==> src/rtl/lhbm_pkg.sv <==
// Package for the level history bar meter: widths, codes, bar tables and the
// structures passed between the configuration block, controller and datapath.
// Depends on nothing.
package lhbm_pkg;

    // Display geometry.
    localparam int BAR_COUNT_DEF = 15;
    localparam int DEPTH         = 15;
    localparam logic [3:0] LAST_BAR = 4'(DEPTH - 1);

    // Configuration register indexes.
    localparam logic [1:0] CFG_UPDATE_INTERVAL = 2'd0;
    localparam logic [1:0] CFG_CENTER_LINE     = 2'd1;
    localparam logic [1:0] CFG_MIN_HEIGHT      = 2'd2;
    localparam logic [1:0] CFG_DEADBAND        = 2'd3;

    // Configuration reset values.
    localparam logic [19:0] RST_UPDATE_INTERVAL = 20'd66000;
    localparam logic [9:0]  RST_CENTER_LINE     = 10'd354;
    localparam logic [5:0]  RST_MIN_HEIGHT      = 6'd6;
    localparam logic [5:0]  RST_DEADBAND        = 6'd2;

    // Voice state codes.
    localparam logic [1:0] VS_HIDDEN    = 2'd0;
    localparam logic [1:0] VS_PREPARING = 2'd1;
    localparam logic [1:0] VS_LISTENING = 2'd2;
    localparam logic [1:0] VS_OTHER     = 2'd3;

    // Register file contents.
    typedef struct packed {
        logic [19:0] update_interval;
        logic [9:0]  center_line;
        logic [5:0]  min_height;
        logic [5:0]  deadband;
    } t_cfg;

    // Controller to datapath commands.
    typedef struct packed {
        logic       clear;  // hidden state: wipe history and update time
        logic       start;  // refresh begins: latch item, shift history when listening
        logic       step;   // evaluate the bar selected by bar
        logic       flush;  // hand the held result over as the final one
        logic [3:0] bar;
    } t_cmd;

    // Datapath to controller status.
    typedef struct packed {
        logic is_hidden;
        logic is_early;
        logic can_step;
        logic flush_ok;
    } t_status;

    // Peak height of each bar.
    function automatic logic [6:0] bar_peak(input logic [3:0] bar);
        logic [6:0] p;
        case (bar)
            4'd0, 4'd14: p = 7'd18;
            4'd1, 4'd13: p = 7'd22;
            4'd2, 4'd12: p = 7'd28;
            4'd3, 4'd11: p = 7'd36;
            4'd4, 4'd10: p = 7'd44;
            4'd5, 4'd9:  p = 7'd52;
            4'd6, 4'd8:  p = 7'd58;
            4'd7:        p = 7'd64;
            default:     p = 7'd0;
        endcase
        return p;
    endfunction

    // History age shown on each bar: centre bar newest, then alternating out.
    function automatic logic [3:0] bar_age(input logic [3:0] bar);
        logic [3:0] a;
        case (bar)
            4'd0:    a = 4'd13;
            4'd1:    a = 4'd11;
            4'd2:    a = 4'd9;
            4'd3:    a = 4'd7;
            4'd4:    a = 4'd5;
            4'd5:    a = 4'd3;
            4'd6:    a = 4'd1;
            4'd7:    a = 4'd0;
            4'd8:    a = 4'd2;
            4'd9:    a = 4'd4;
            4'd10:   a = 4'd6;
            4'd11:   a = 4'd8;
            4'd12:   a = 4'd10;
            4'd13:   a = 4'd12;
            default: a = 4'd14;
        endcase
        return a;
    endfunction

endpackage

==> src/rtl/lhbm_ifs.sv <==
// Channel interfaces of the level history bar meter: input items, bar results
// and configuration writes. Depends on nothing.

interface lhbm_in_if;
    logic        valid;
    logic        ready;
    logic [1:0]  speech_mode;
    logic [7:0]  loudness;
    logic [47:0] now_time;
    logic        force_refresh;

    modport source (output valid, speech_mode, loudness, now_time, force_refresh,
                    input ready);
    modport sink   (input valid, speech_mode, loudness, now_time, force_refresh,
                    output ready);
endinterface

interface lhbm_out_if;
    logic              valid;
    logic              ready;
    logic [3:0]        bar_index;
    logic [6:0]        bar_height;
    logic signed [10:0] bar_top;
    logic              last_update;

    modport source (output valid, bar_index, bar_height, bar_top, last_update,
                    input ready);
    modport sink   (input valid, bar_index, bar_height, bar_top, last_update,
                    output ready);
endinterface

interface lhbm_cfg_if;
    logic        valid;
    logic        ready;
    logic [1:0]  index;
    logic [19:0] data;

    modport source (output valid, index, data, input ready);
    modport sink   (input valid, index, data, output ready);
endinterface

==> src/rtl/lhbm_cfg_regs.sv <==
// Configuration register file of the level history bar meter.
// Depends on lhbm_pkg.
module lhbm_cfg_regs (
    input  logic              i_clk,
    input  logic              i_rst_n,
    input  logic              i_valid,
    output logic              o_ready,
    input  logic [1:0]        i_index,
    input  logic [19:0]       i_data,
    output lhbm_pkg::t_cfg    o_cfg
);

    lhbm_pkg::t_cfg r_cfg;

    // Writes are always taken.
    assign o_ready = 1'b1;
    assign o_cfg   = r_cfg;

    // Register write decode; data is truncated to each register's width.
    always_ff @(posedge i_clk) begin
        if (!i_rst_n) begin
            r_cfg.update_interval <= lhbm_pkg::RST_UPDATE_INTERVAL;
            r_cfg.center_line     <= lhbm_pkg::RST_CENTER_LINE;
            r_cfg.min_height      <= lhbm_pkg::RST_MIN_HEIGHT;
            r_cfg.deadband        <= lhbm_pkg::RST_DEADBAND;
        end else if (i_valid) begin
            unique case (i_index)
                lhbm_pkg::CFG_UPDATE_INTERVAL: r_cfg.update_interval <= i_data;
                lhbm_pkg::CFG_CENTER_LINE:     r_cfg.center_line     <= i_data[9:0];
                lhbm_pkg::CFG_MIN_HEIGHT:      r_cfg.min_height      <= i_data[5:0];
                lhbm_pkg::CFG_DEADBAND:        r_cfg.deadband        <= i_data[5:0];
                default: begin
                end
            endcase
        end
    end

endmodule

==> src/rtl/lhbm_ctrl.sv <==
// Controller of the level history bar meter: takes items, walks the bar
// counter and closes each refresh. Depends on lhbm_pkg.
module lhbm_ctrl (
    input  logic                 i_clk,
    input  logic                 i_rst_n,
    input  logic                 i_in_valid,
    output logic                 o_in_ready,
    input  lhbm_pkg::t_status    i_status,
    output lhbm_pkg::t_cmd       o_cmd
);

    localparam logic [1:0] ST_IDLE  = 2'd0;
    localparam logic [1:0] ST_CALC  = 2'd1;
    localparam logic [1:0] ST_FLUSH = 2'd2;

    logic [1:0] r_state, n_state;
    logic [3:0] r_bar, n_bar;

    assign o_in_ready = (r_state == ST_IDLE);

    // Next state and command decode.
    always_comb begin
        n_state     = r_state;
        n_bar       = r_bar;
        o_cmd       = '0;
        o_cmd.bar   = r_bar;
        unique case (r_state)
            ST_IDLE: begin
                if (i_in_valid) begin
                    if (i_status.is_hidden) begin
                        o_cmd.clear = 1'b1;
                    end else if (!i_status.is_early) begin
                        o_cmd.start = 1'b1;
                        n_state     = ST_CALC;
                        n_bar       = '0;
                    end
                end
            end
            ST_CALC: begin
                o_cmd.step = 1'b1;
                if (i_status.can_step) begin
                    if (r_bar == lhbm_pkg::LAST_BAR) begin
                        n_state = ST_FLUSH;
                    end else begin
                        n_bar = r_bar + 4'd1;
                    end
                end
            end
            ST_FLUSH: begin
                o_cmd.flush = 1'b1;
                if (i_status.flush_ok) begin
                    n_state = ST_IDLE;
                end
            end
            default: begin
                n_state = ST_IDLE;
            end
        endcase
    end

    // State registers.
    always_ff @(posedge i_clk) begin
        if (!i_rst_n) begin
            r_state <= ST_IDLE;
            r_bar   <= '0;
        end else begin
            r_state <= n_state;
            r_bar   <= n_bar;
        end
    end

endmodule

==> src/rtl/lhbm_dp.sv <==
// Datapath of the level history bar meter: history line, shown heights,
// update time, bar height unit and the held and output result registers.
// Depends on lhbm_pkg.
module lhbm_dp #(
    parameter int BAR_COUNT = lhbm_pkg::BAR_COUNT_DEF
) (
    input  logic                  i_clk,
    input  logic                  i_rst_n,
    input  lhbm_pkg::t_cfg        i_cfg,
    input  lhbm_pkg::t_cmd        i_cmd,
    output lhbm_pkg::t_status     o_status,
    input  logic [1:0]            i_speech_mode,
    input  logic [7:0]            i_loudness,
    input  logic [47:0]           i_now_time,
    input  logic                  i_force_refresh,
    output logic                  o_out_valid,
    input  logic                  i_out_ready,
    output logic [3:0]            o_bar_index,
    output logic [6:0]            o_bar_height,
    output logic signed [10:0]    o_bar_top,
    output logic                  o_last_update
);

    localparam logic [3:0] BarLimit = 4'(BAR_COUNT);

    logic [7:0]  r_hist  [lhbm_pkg::DEPTH];
    logic [6:0]  r_shown [lhbm_pkg::DEPTH];
    logic [47:0] r_next;
    logic [1:0]  r_vstate;
    logic        r_force;

    logic        r_pend_valid;
    logic [3:0]  r_pend_index;
    logic [6:0]  r_pend_height;
    logic [10:0] r_pend_top;

    logic        r_out_valid;
    logic [3:0]  r_out_index;
    logic [6:0]  r_out_height;
    logic [10:0] r_out_top;
    logic        r_out_last;

    logic [6:0]  peak, range_w, height, prev, delta;
    logic [3:0]  age;
    logic [7:0]  sample;
    logic [14:0] prod;
    logic [15:0] num, qsum;
    logic [6:0]  quot;
    logic [10:0] top;
    logic        emit, out_free, can_step, flush_ok, step_go, push_pend, flush_go;

    // Bar range: peak above the floor, or zero when the floor reaches the peak.
    always_comb begin
        peak    = lhbm_pkg::bar_peak(i_cmd.bar);
        range_w = (peak > {1'b0, i_cfg.min_height}) ? peak - {1'b0, i_cfg.min_height}
                                                     : 7'd0;
        age     = lhbm_pkg::bar_age(i_cmd.bar);
        sample  = r_hist[age];
        prod    = 15'(sample) * 15'(range_w);
        num     = 16'(prod) + 16'd127;
        // Division by 255, exact for the numerator range used here.
        qsum    = num + (num >> 8) + 16'd1;
        quot    = qsum[14:8];
    end

    // Height of the selected bar in the latched voice state.
    always_comb begin
        case (r_vstate)
            lhbm_pkg::VS_PREPARING: height = {1'b0, i_cfg.min_height} + (range_w >> 3);
            lhbm_pkg::VS_LISTENING: height = (i_cmd.bar < BarLimit)
                                             ? {1'b0, i_cfg.min_height} + quot
                                             : {1'b0, i_cfg.min_height};
            default:                height = {1'b0, i_cfg.min_height};
        endcase
    end

    // Change against the shown height and the top coordinate.
    always_comb begin
        prev  = r_shown[i_cmd.bar];
        delta = (prev > height) ? prev - height : height - prev;
        emit  = (r_force || (delta >= {1'b0, i_cfg.deadband})) && (i_cmd.bar < BarLimit);
        top   = {1'b0, i_cfg.center_line} - {5'd0, height[6:1]};
    end

    // Handshake of the held result and the output register.
    always_comb begin
        out_free  = !r_out_valid || i_out_ready;
        can_step  = !emit || !r_pend_valid || out_free;
        flush_ok  = !r_pend_valid || out_free;
        step_go   = i_cmd.step && can_step;
        push_pend = step_go && emit && r_pend_valid;
        flush_go  = i_cmd.flush && flush_ok && r_pend_valid;
    end

    assign o_status.is_hidden = (i_speech_mode == lhbm_pkg::VS_HIDDEN);
    assign o_status.is_early  = !i_force_refresh && (i_now_time < r_next);
    assign o_status.can_step  = can_step;
    assign o_status.flush_ok  = flush_ok;

    // Architectural state and result control.
    always_ff @(posedge i_clk) begin
        if (!i_rst_n) begin
            for (int i = 0; i < lhbm_pkg::DEPTH; i++) begin
                r_hist[i]  <= '0;
                r_shown[i] <= '0;
            end
            r_next       <= '0;
            r_vstate     <= lhbm_pkg::VS_HIDDEN;
            r_force      <= 1'b0;
            r_pend_valid <= 1'b0;
            r_out_valid  <= 1'b0;
        end else begin
            if (i_cmd.clear) begin
                for (int i = 0; i < lhbm_pkg::DEPTH; i++) begin
                    r_hist[i] <= '0;
                end
                r_next <= '0;
            end
            if (i_cmd.start) begin
                r_vstate <= i_speech_mode;
                r_force  <= i_force_refresh;
                r_next   <= i_now_time + {28'd0, i_cfg.update_interval};
                if (i_speech_mode == lhbm_pkg::VS_LISTENING) begin
                    for (int i = lhbm_pkg::DEPTH - 1; i > 0; i--) begin
                        r_hist[i] <= r_hist[i - 1];
                    end
                    r_hist[0] <= i_loudness;
                end
            end
            if (step_go) begin
                r_shown[i_cmd.bar] <= height;
                if (emit) begin
                    r_pend_valid <= 1'b1;
                end
            end
            if (push_pend || flush_go) begin
                r_out_valid <= 1'b1;
            end else if (r_out_valid && i_out_ready) begin
                r_out_valid <= 1'b0;
            end
            if (flush_go) begin
                r_pend_valid <= 1'b0;
            end
        end
    end

    // Result payloads.
    always_ff @(posedge i_clk) begin
        if (step_go && emit) begin
            r_pend_index  <= i_cmd.bar;
            r_pend_height <= height;
            r_pend_top    <= top;
        end
        if (push_pend || flush_go) begin
            r_out_index  <= r_pend_index;
            r_out_height <= r_pend_height;
            r_out_top    <= r_pend_top;
            r_out_last   <= flush_go;
        end
    end

    assign o_out_valid   = r_out_valid;
    assign o_bar_index   = r_out_index;
    assign o_bar_height  = r_out_height;
    assign o_bar_top     = $signed(r_out_top);
    assign o_last_update = r_out_last;

endmodule

==> src/rtl/level_history_bar_meter.sv <==
// Level history bar meter top level. A refreshing item starts a refresh; the
// bar counter then walks the 15 bars and the final result is released, and only
// then is the next item taken. Output stalls can hold the walk. Hidden and early
// items are taken at one per cycle. Results leave through an output register.
// Reset is synchronous, active low, and clears history, shown heights, update
// time and loads the register defaults.
module level_history_bar_meter #(
    parameter int BAR_COUNT = lhbm_pkg::BAR_COUNT_DEF
) (
    input  logic        i_clk,
    input  logic        i_rst_n,
    lhbm_in_if.sink     i_in,
    lhbm_out_if.source  o_out,
    lhbm_cfg_if.sink    i_cfg
);

    lhbm_pkg::t_cfg    cfg;
    lhbm_pkg::t_cmd    cmd;
    lhbm_pkg::t_status status;
    logic              in_ready;
    logic              cfg_ready;

    assign i_in.ready  = in_ready;
    assign i_cfg.ready = cfg_ready;

    // Configuration registers.
    lhbm_cfg_regs u_cfg (
        .i_clk   (i_clk),
        .i_rst_n (i_rst_n),
        .i_valid (i_cfg.valid),
        .o_ready (cfg_ready),
        .i_index (i_cfg.index),
        .i_data  (i_cfg.data),
        .o_cfg   (cfg)
    );

    // Sequencer.
    lhbm_ctrl u_ctrl (
        .i_clk      (i_clk),
        .i_rst_n    (i_rst_n),
        .i_in_valid (i_in.valid),
        .o_in_ready (in_ready),
        .i_status   (status),
        .o_cmd      (cmd)
    );

    // Bar datapath.
    lhbm_dp #(
        .BAR_COUNT (BAR_COUNT)
    ) u_dp (
        .i_clk           (i_clk),
        .i_rst_n         (i_rst_n),
        .i_cfg           (cfg),
        .i_cmd           (cmd),
        .o_status        (status),
        .i_speech_mode   (i_in.speech_mode),
        .i_loudness      (i_in.loudness),
        .i_now_time      (i_in.now_time),
        .i_force_refresh (i_in.force_refresh),
        .o_out_valid     (o_out.valid),
        .i_out_ready     (o_out.ready),
        .o_bar_index     (o_out.bar_index),
        .o_bar_height    (o_out.bar_height),
        .o_bar_top       (o_out.bar_top),
        .o_last_update   (o_out.last_update)
    );

endmodule

==> src/flat_wrapper.sv <==
// flat-port wrapper written by rule: the top's interface ports become plain ports
module level_history_bar_meter_flat 
#(
    parameter int BAR_COUNT = lhbm_pkg::BAR_COUNT_DEF
)
  (i_clk, i_rst_n, i_in_valid, i_in_speech_mode, i_in_loudness, i_in_now_time, i_in_force_refresh, i_in_ready, o_out_valid, o_out_bar_index, o_out_bar_height, o_out_bar_top, o_out_last_update, o_out_ready, i_cfg_valid, i_cfg_index, i_cfg_data, i_cfg_ready);
  lhbm_in_if i_in_i ();
  lhbm_out_if o_out_i ();
  lhbm_cfg_if i_cfg_i ();
  input  logic i_clk;
  input  logic i_rst_n;
  input wire logic [$bits(i_in_i.valid)-1:0] i_in_valid;
  input wire logic [$bits(i_in_i.speech_mode)-1:0] i_in_speech_mode;
  input wire logic [$bits(i_in_i.loudness)-1:0] i_in_loudness;
  input wire logic [$bits(i_in_i.now_time)-1:0] i_in_now_time;
  input wire logic [$bits(i_in_i.force_refresh)-1:0] i_in_force_refresh;
  output wire logic [$bits(i_in_i.ready)-1:0] i_in_ready;
  output wire logic [$bits(o_out_i.valid)-1:0] o_out_valid;
  output wire logic [$bits(o_out_i.bar_index)-1:0] o_out_bar_index;
  output wire logic [$bits(o_out_i.bar_height)-1:0] o_out_bar_height;
  output wire logic [$bits(o_out_i.bar_top)-1:0] o_out_bar_top;
  output wire logic [$bits(o_out_i.last_update)-1:0] o_out_last_update;
  input wire logic [$bits(o_out_i.ready)-1:0] o_out_ready;
  input wire logic [$bits(i_cfg_i.valid)-1:0] i_cfg_valid;
  input wire logic [$bits(i_cfg_i.index)-1:0] i_cfg_index;
  input wire logic [$bits(i_cfg_i.data)-1:0] i_cfg_data;
  output wire logic [$bits(i_cfg_i.ready)-1:0] i_cfg_ready;
  assign i_in_i.valid = i_in_valid;
  assign i_in_i.speech_mode = i_in_speech_mode;
  assign i_in_i.loudness = i_in_loudness;
  assign i_in_i.now_time = i_in_now_time;
  assign i_in_i.force_refresh = i_in_force_refresh;
  assign i_in_ready = i_in_i.ready;
  assign o_out_valid = o_out_i.valid;
  assign o_out_bar_index = o_out_i.bar_index;
  assign o_out_bar_height = o_out_i.bar_height;
  assign o_out_bar_top = o_out_i.bar_top;
  assign o_out_last_update = o_out_i.last_update;
  assign o_out_i.ready = o_out_ready;
  assign i_cfg_i.valid = i_cfg_valid;
  assign i_cfg_i.index = i_cfg_index;
  assign i_cfg_i.data = i_cfg_data;
  assign i_cfg_ready = i_cfg_i.ready;
  level_history_bar_meter #(.BAR_COUNT(BAR_COUNT)) u_core (.i_clk(i_clk), .i_rst_n(i_rst_n), .i_in(i_in_i), .o_out(o_out_i), .i_cfg(i_cfg_i));
endmodule
==> config.mk <==
export PLATFORM = sky130hd
export DESIGN_NAME = level_history_bar_meter_flat
export DESIGN_NICKNAME = d
export VERILOG_FILES = /design/src/rtl/lhbm_pkg.sv /design/src/rtl/lhbm_ifs.sv /design/src/rtl/lhbm_cfg_regs.sv /design/src/rtl/lhbm_ctrl.sv /design/src/rtl/lhbm_dp.sv /design/src/rtl/level_history_bar_meter.sv /design/src/flat_wrapper.sv
export SDC_FILE = /design/constraint.sdc
export NUM_CORES = 1
export LEC_CHECK = 0
export ABC_AREA = 1
export BUFFER_PORTS_ARGS = -buffer_cell sky130_fd_sc_hd__buf_2
export CORE_MARGIN = 3
export CORE_UTILIZATION = 30
export CTS_CLUSTER_SIZE = 28
export DETAILED_ROUTE_END_ITERATION = 8
export SYNTH_ARGS = -nofsm -noshare
export SYNTH_HDL_FRONTEND = slang
export SYNTH_SLANG_ARGS = --single-unit
==> constraint.sdc <==
create_clock -name i_clk -period 31.3 [get_ports i_clk]
set_clock_uncertainty 0.1 [all_clocks]
set_input_delay 1.565 -clock i_clk [delete_from_list [all_inputs] [get_ports i_clk]]
set_output_delay 1.565 -clock i_clk [all_outputs]
set_load 0.02 [all_outputs]
==> impl_metrics.csv <==
group,metric,value,unit
run_status,outcome,"finished clean",
global_route,grt_remaining_overflow,0,
floorplanning,dieWidth,291,um
power_and_ir_drop,pwr_density_cell,101,mW/mm2
finish,drive_gt1_share,9.88,%
finish,final_nets,3350,
sta,period_minus_slack,14.13,ns
sta,max_clock_freq,70.8,MHz
floorplanning,die_area,0.0845,mm2
floorplanning,fp.dieH,291,um
critical_path,critPathTopFamily,"simple AND/OR/NAND/NOR gates",
finish,mostFrequentLayoutCells,"nand2_1, inv_1, nor2_1, a21oi_1, edfxtp_1",
critical_path,slowest_delay,0.83,ns
finish,fin_cells,4149,
job,maxCapViolations,0,
route,drtPass1Iterations,5,
placed_design,place_hpwl,44700,um
sta,post-route-period-util,45.1,%
sta,slew_violations,0,
route,ant_nets,0,
sta,tns,0,ns
critical_path,required,31.62,ns
critical_path,end_kind,"flip-flop",
global_route,antenna_found_initial,2,
logic_synthesis,synth_edf_count,229,
finish,fillers,8294,
logic_synthesis,yosysTopAreaCellShare,28.3,%
critical_path,startpoint_type,"flip-flop",
clocking,clk_path_buf_depth,3,
critical_path,cpMostUsedCell,"nand2_1",
placed_design,port_buffers,110,
clocking,postCtsResizedCells,0,
min_path,hold_class,"flip-flop to flip-flop",
global_route,grtUsageTotal,14.4,%
global_route,grt_max_degree,90,
clocking,cts_tree,"yes",
route,via_per_inst,4.69,
sta,setup_violations,0,
route,routed_wl,62100,um
logic_synthesis,yosysSeqAreaShare,41.7,%
logic_synthesis,synthFlopType,"edfxtp_1",
placed_design,gp_congestion,0.890,
floorplanning,initial_utilization,30.5,%
clocking,clk_latency,0.60,ns
critical_path,cpMaxStageDelayCell,"inv_2",
power_and_ir_drop,max-vdd-ir-drop,0.000120,V
clocking,clockRootBuffer,"clkbuf_16",
clocking,cts_made_buffers,46,
logic_synthesis,synthMuxAreaShare,1.18,%
critical_path,critPathKind,"flip-flop to flip-flop",
logic_synthesis,synthTopCellsByArea,"edfxtp_1, dfxtp_1, nand2_1",
sta,timing.slew.headroom,28.8,%
logic_synthesis,yosysUniqueCellTypes,57,
finish,multi_input_area,0.0119,mm2
route,drc_errors,0,
critical_path,path_max_fanout,72,
critical_path,cp_num_buf_inv,13,
logic_synthesis,synth-simple-area-share,23.2,%
critical_path,arrival,14.45,ns
route,dr.first_iter.drc_count,1225,
global_route,grt_pass1_vias,18697,
clocking,post-cts-setup-buffers,0,
floorplanning,ios,112,
finish,area_growth,12.0,%
logic_synthesis,synth_fp_nets,3276,
sta,rsz0062_at_grt,"false",
power_and_ir_drop,leakagePower,0.0115,uW
clocking,htree_levels,2,
logic_synthesis,syn_area,0.0243,mm2
logic_synthesis,synth_top_family_by_area,"simple AND/OR/NAND/NOR gates",
logic_synthesis,synth-xor-area-share,0.993,%
finish,final_common_cell,"nand2_1",
floorplanning,fp-row-count,103,
sta,worst_pin_slew,1.07,ns
clocking,clock_sinks,392,
logic_synthesis,synth_cells,2989,
route,wire_per_inst,15.0,um
global_route,grt_pass1_wl,100000,um
sta,finalHoldViolCount,0,
finish,seq_area,0.0101,mm2
route,vias,19470,
logic_synthesis,synth_compound_area_share,11.9,%
logic_synthesis,synth_top_cell_by_area,"edfxtp_1",
logic_synthesis,synth_adder_area_share,11.6,%
logic_synthesis,ys_ff_latch,392,
floorplanning,core_area,0.0796,mm2
logic_synthesis,synth_warnings,0,
clocking,clkTransAtPathRegs,0.06,ns
placed_design,dp.cells,4065,
logic_synthesis,synth.avg_cell_area,8.13,um2
clocking,ctsHoldBuffers,0,
logic_synthesis,async_reset_ff_share,0,%
## power by group
group / total (uW) / switching (uW) / internal, uW / leakage [uW]
Combinational: 1570 / 1020 / 544 / 0.00715
Clock: 534 / 218 / 316 / 0.000733
Sequential: 644 / 27.3 / 616 / 0.00366
Total: 2740 / 1270 / 1480 / 0.0115
## cell families after synthesis
group / Yosys count
XOR/XNOR: 26
multiplexers: 28
other: 1
AND/OR/NAND/NOR: 1250
buffers and inverters: 541
flip-flops: 392
AO/OA/AOI/OAI: 550
adder cells (fa/ha/maj): 201
## through the flow
| step | setup slack, ns | power (uW) | hold slack (ns) | utilization, % | area [um2] |
|---|---|---|---|---|---|
| after CTS | 17.26 | 2750 | 0.312 | 34.2 | 27200 |
| after global routing | 15.85 | 3020 | 0.331 | 34.2 | 27200 |
| after floorplan | 18.48 | 1830 | 0.300 | - | 24300 |
| final | 17.17 | 2740 | 0.311 | 34.2 | 27200 |
| after detailed placement | 17.26 | 2210 | 0.305 | 32.3 | 25700 |
| after global placement | 17.41 | 2210 | 0.301 | 32.3 | 25700 |
## layer usage
layer  GRT usage (%)  vias up  part of all wire (%)
met4            3.76        2                   2.2
met3            2.28       88                   4.5
met1            19.9     9032                    48
met2            23.3      421                    46
li1                -     9927                     -
met5               0        -                 0.021
## worst register-to-register path, delay by kind of cell (launching register included)
kind / cells / cell delay (ns)
xor+xnor: 3 / 0.88
compound gates: 6 / 1.05
flops: 1 / 0.29
fa+ha+maj: 10 / 4.18
buf+inv: 13 / 2.40
simple gates: 40 / 5.16
## Yosys cell counts, types with 13 or more instances
cell	count
a21oi_1	260
clkbuf_1	55
dfxtp_1	163
edfxtp_1	229
fa_1	42
ha_1	159
inv_1	433
mux2i_1	22
nand2_1	609
nand3_1	158
nand4_1	18
nor2_1	329
nor2_4	64
nor3_1	26
o211ai_1	29
o21ai_0	208
o21ai_1	25
xor2_1	13
## registers in the layout, summed over array words and instances (netlist names), named ones only
signal                     count
u_core.u_dp.r_hist           120
u_core.u_dp.r_shown          112
u_core.u_dp.r_next            48
u_core.u_cfg.o_cfg            42
u_core.u_dp.o_bar_top         11
u_core.u_dp.r_pend_top        11
u_core.u_dp.o_bar_height       7
u_core.u_dp.r_pend_height      7
u_core.u_dp.peak               6
u_core.u_ctrl.r_bar            4
u_core.u_dp.age                4
u_core.u_dp.o_bar_index        4
u_core.u_dp.r_pend_index       4
u_core.u_ctrl.r_state          2
u_core.u_dp.r_vstate           2
u_core.u_dp.o_last_update      1
u_core.u_dp.o_out_valid        1
u_core.u_dp.r_force            1
u_core.u_dp.r_pend_valid       1
## worst paths after layout
kind	start	to	slack, ns	cells past startpoint
min	u_core.u_dp.r_pend_height[0]	u_core.u_dp.o_bar_height[0]	0.31	0
min reg2reg	u_core.u_dp.r_pend_height[0]	u_core.u_dp.o_bar_height[0]	0.31	0
max reg2reg	u_core.u_dp.age[0]	u_core.u_dp.r_hist[1][1]	17.17	72
max	u_core.u_dp.age[0]	u_core.u_dp.r_hist[1][1]	17.17	72
## final cells by class
type                       count  share of cell area, %
sequential                   392                   37.2
antenna                        1                0.00919
clock buffer                  63                   4.64
multi-input combinational   2056                   43.8
clock inverter                20                  0.845
inverter                     439                   6.10
tap                         1050                   4.82
timing repair buffer         128                   2.53
Power figures use the tool's default switching activity.
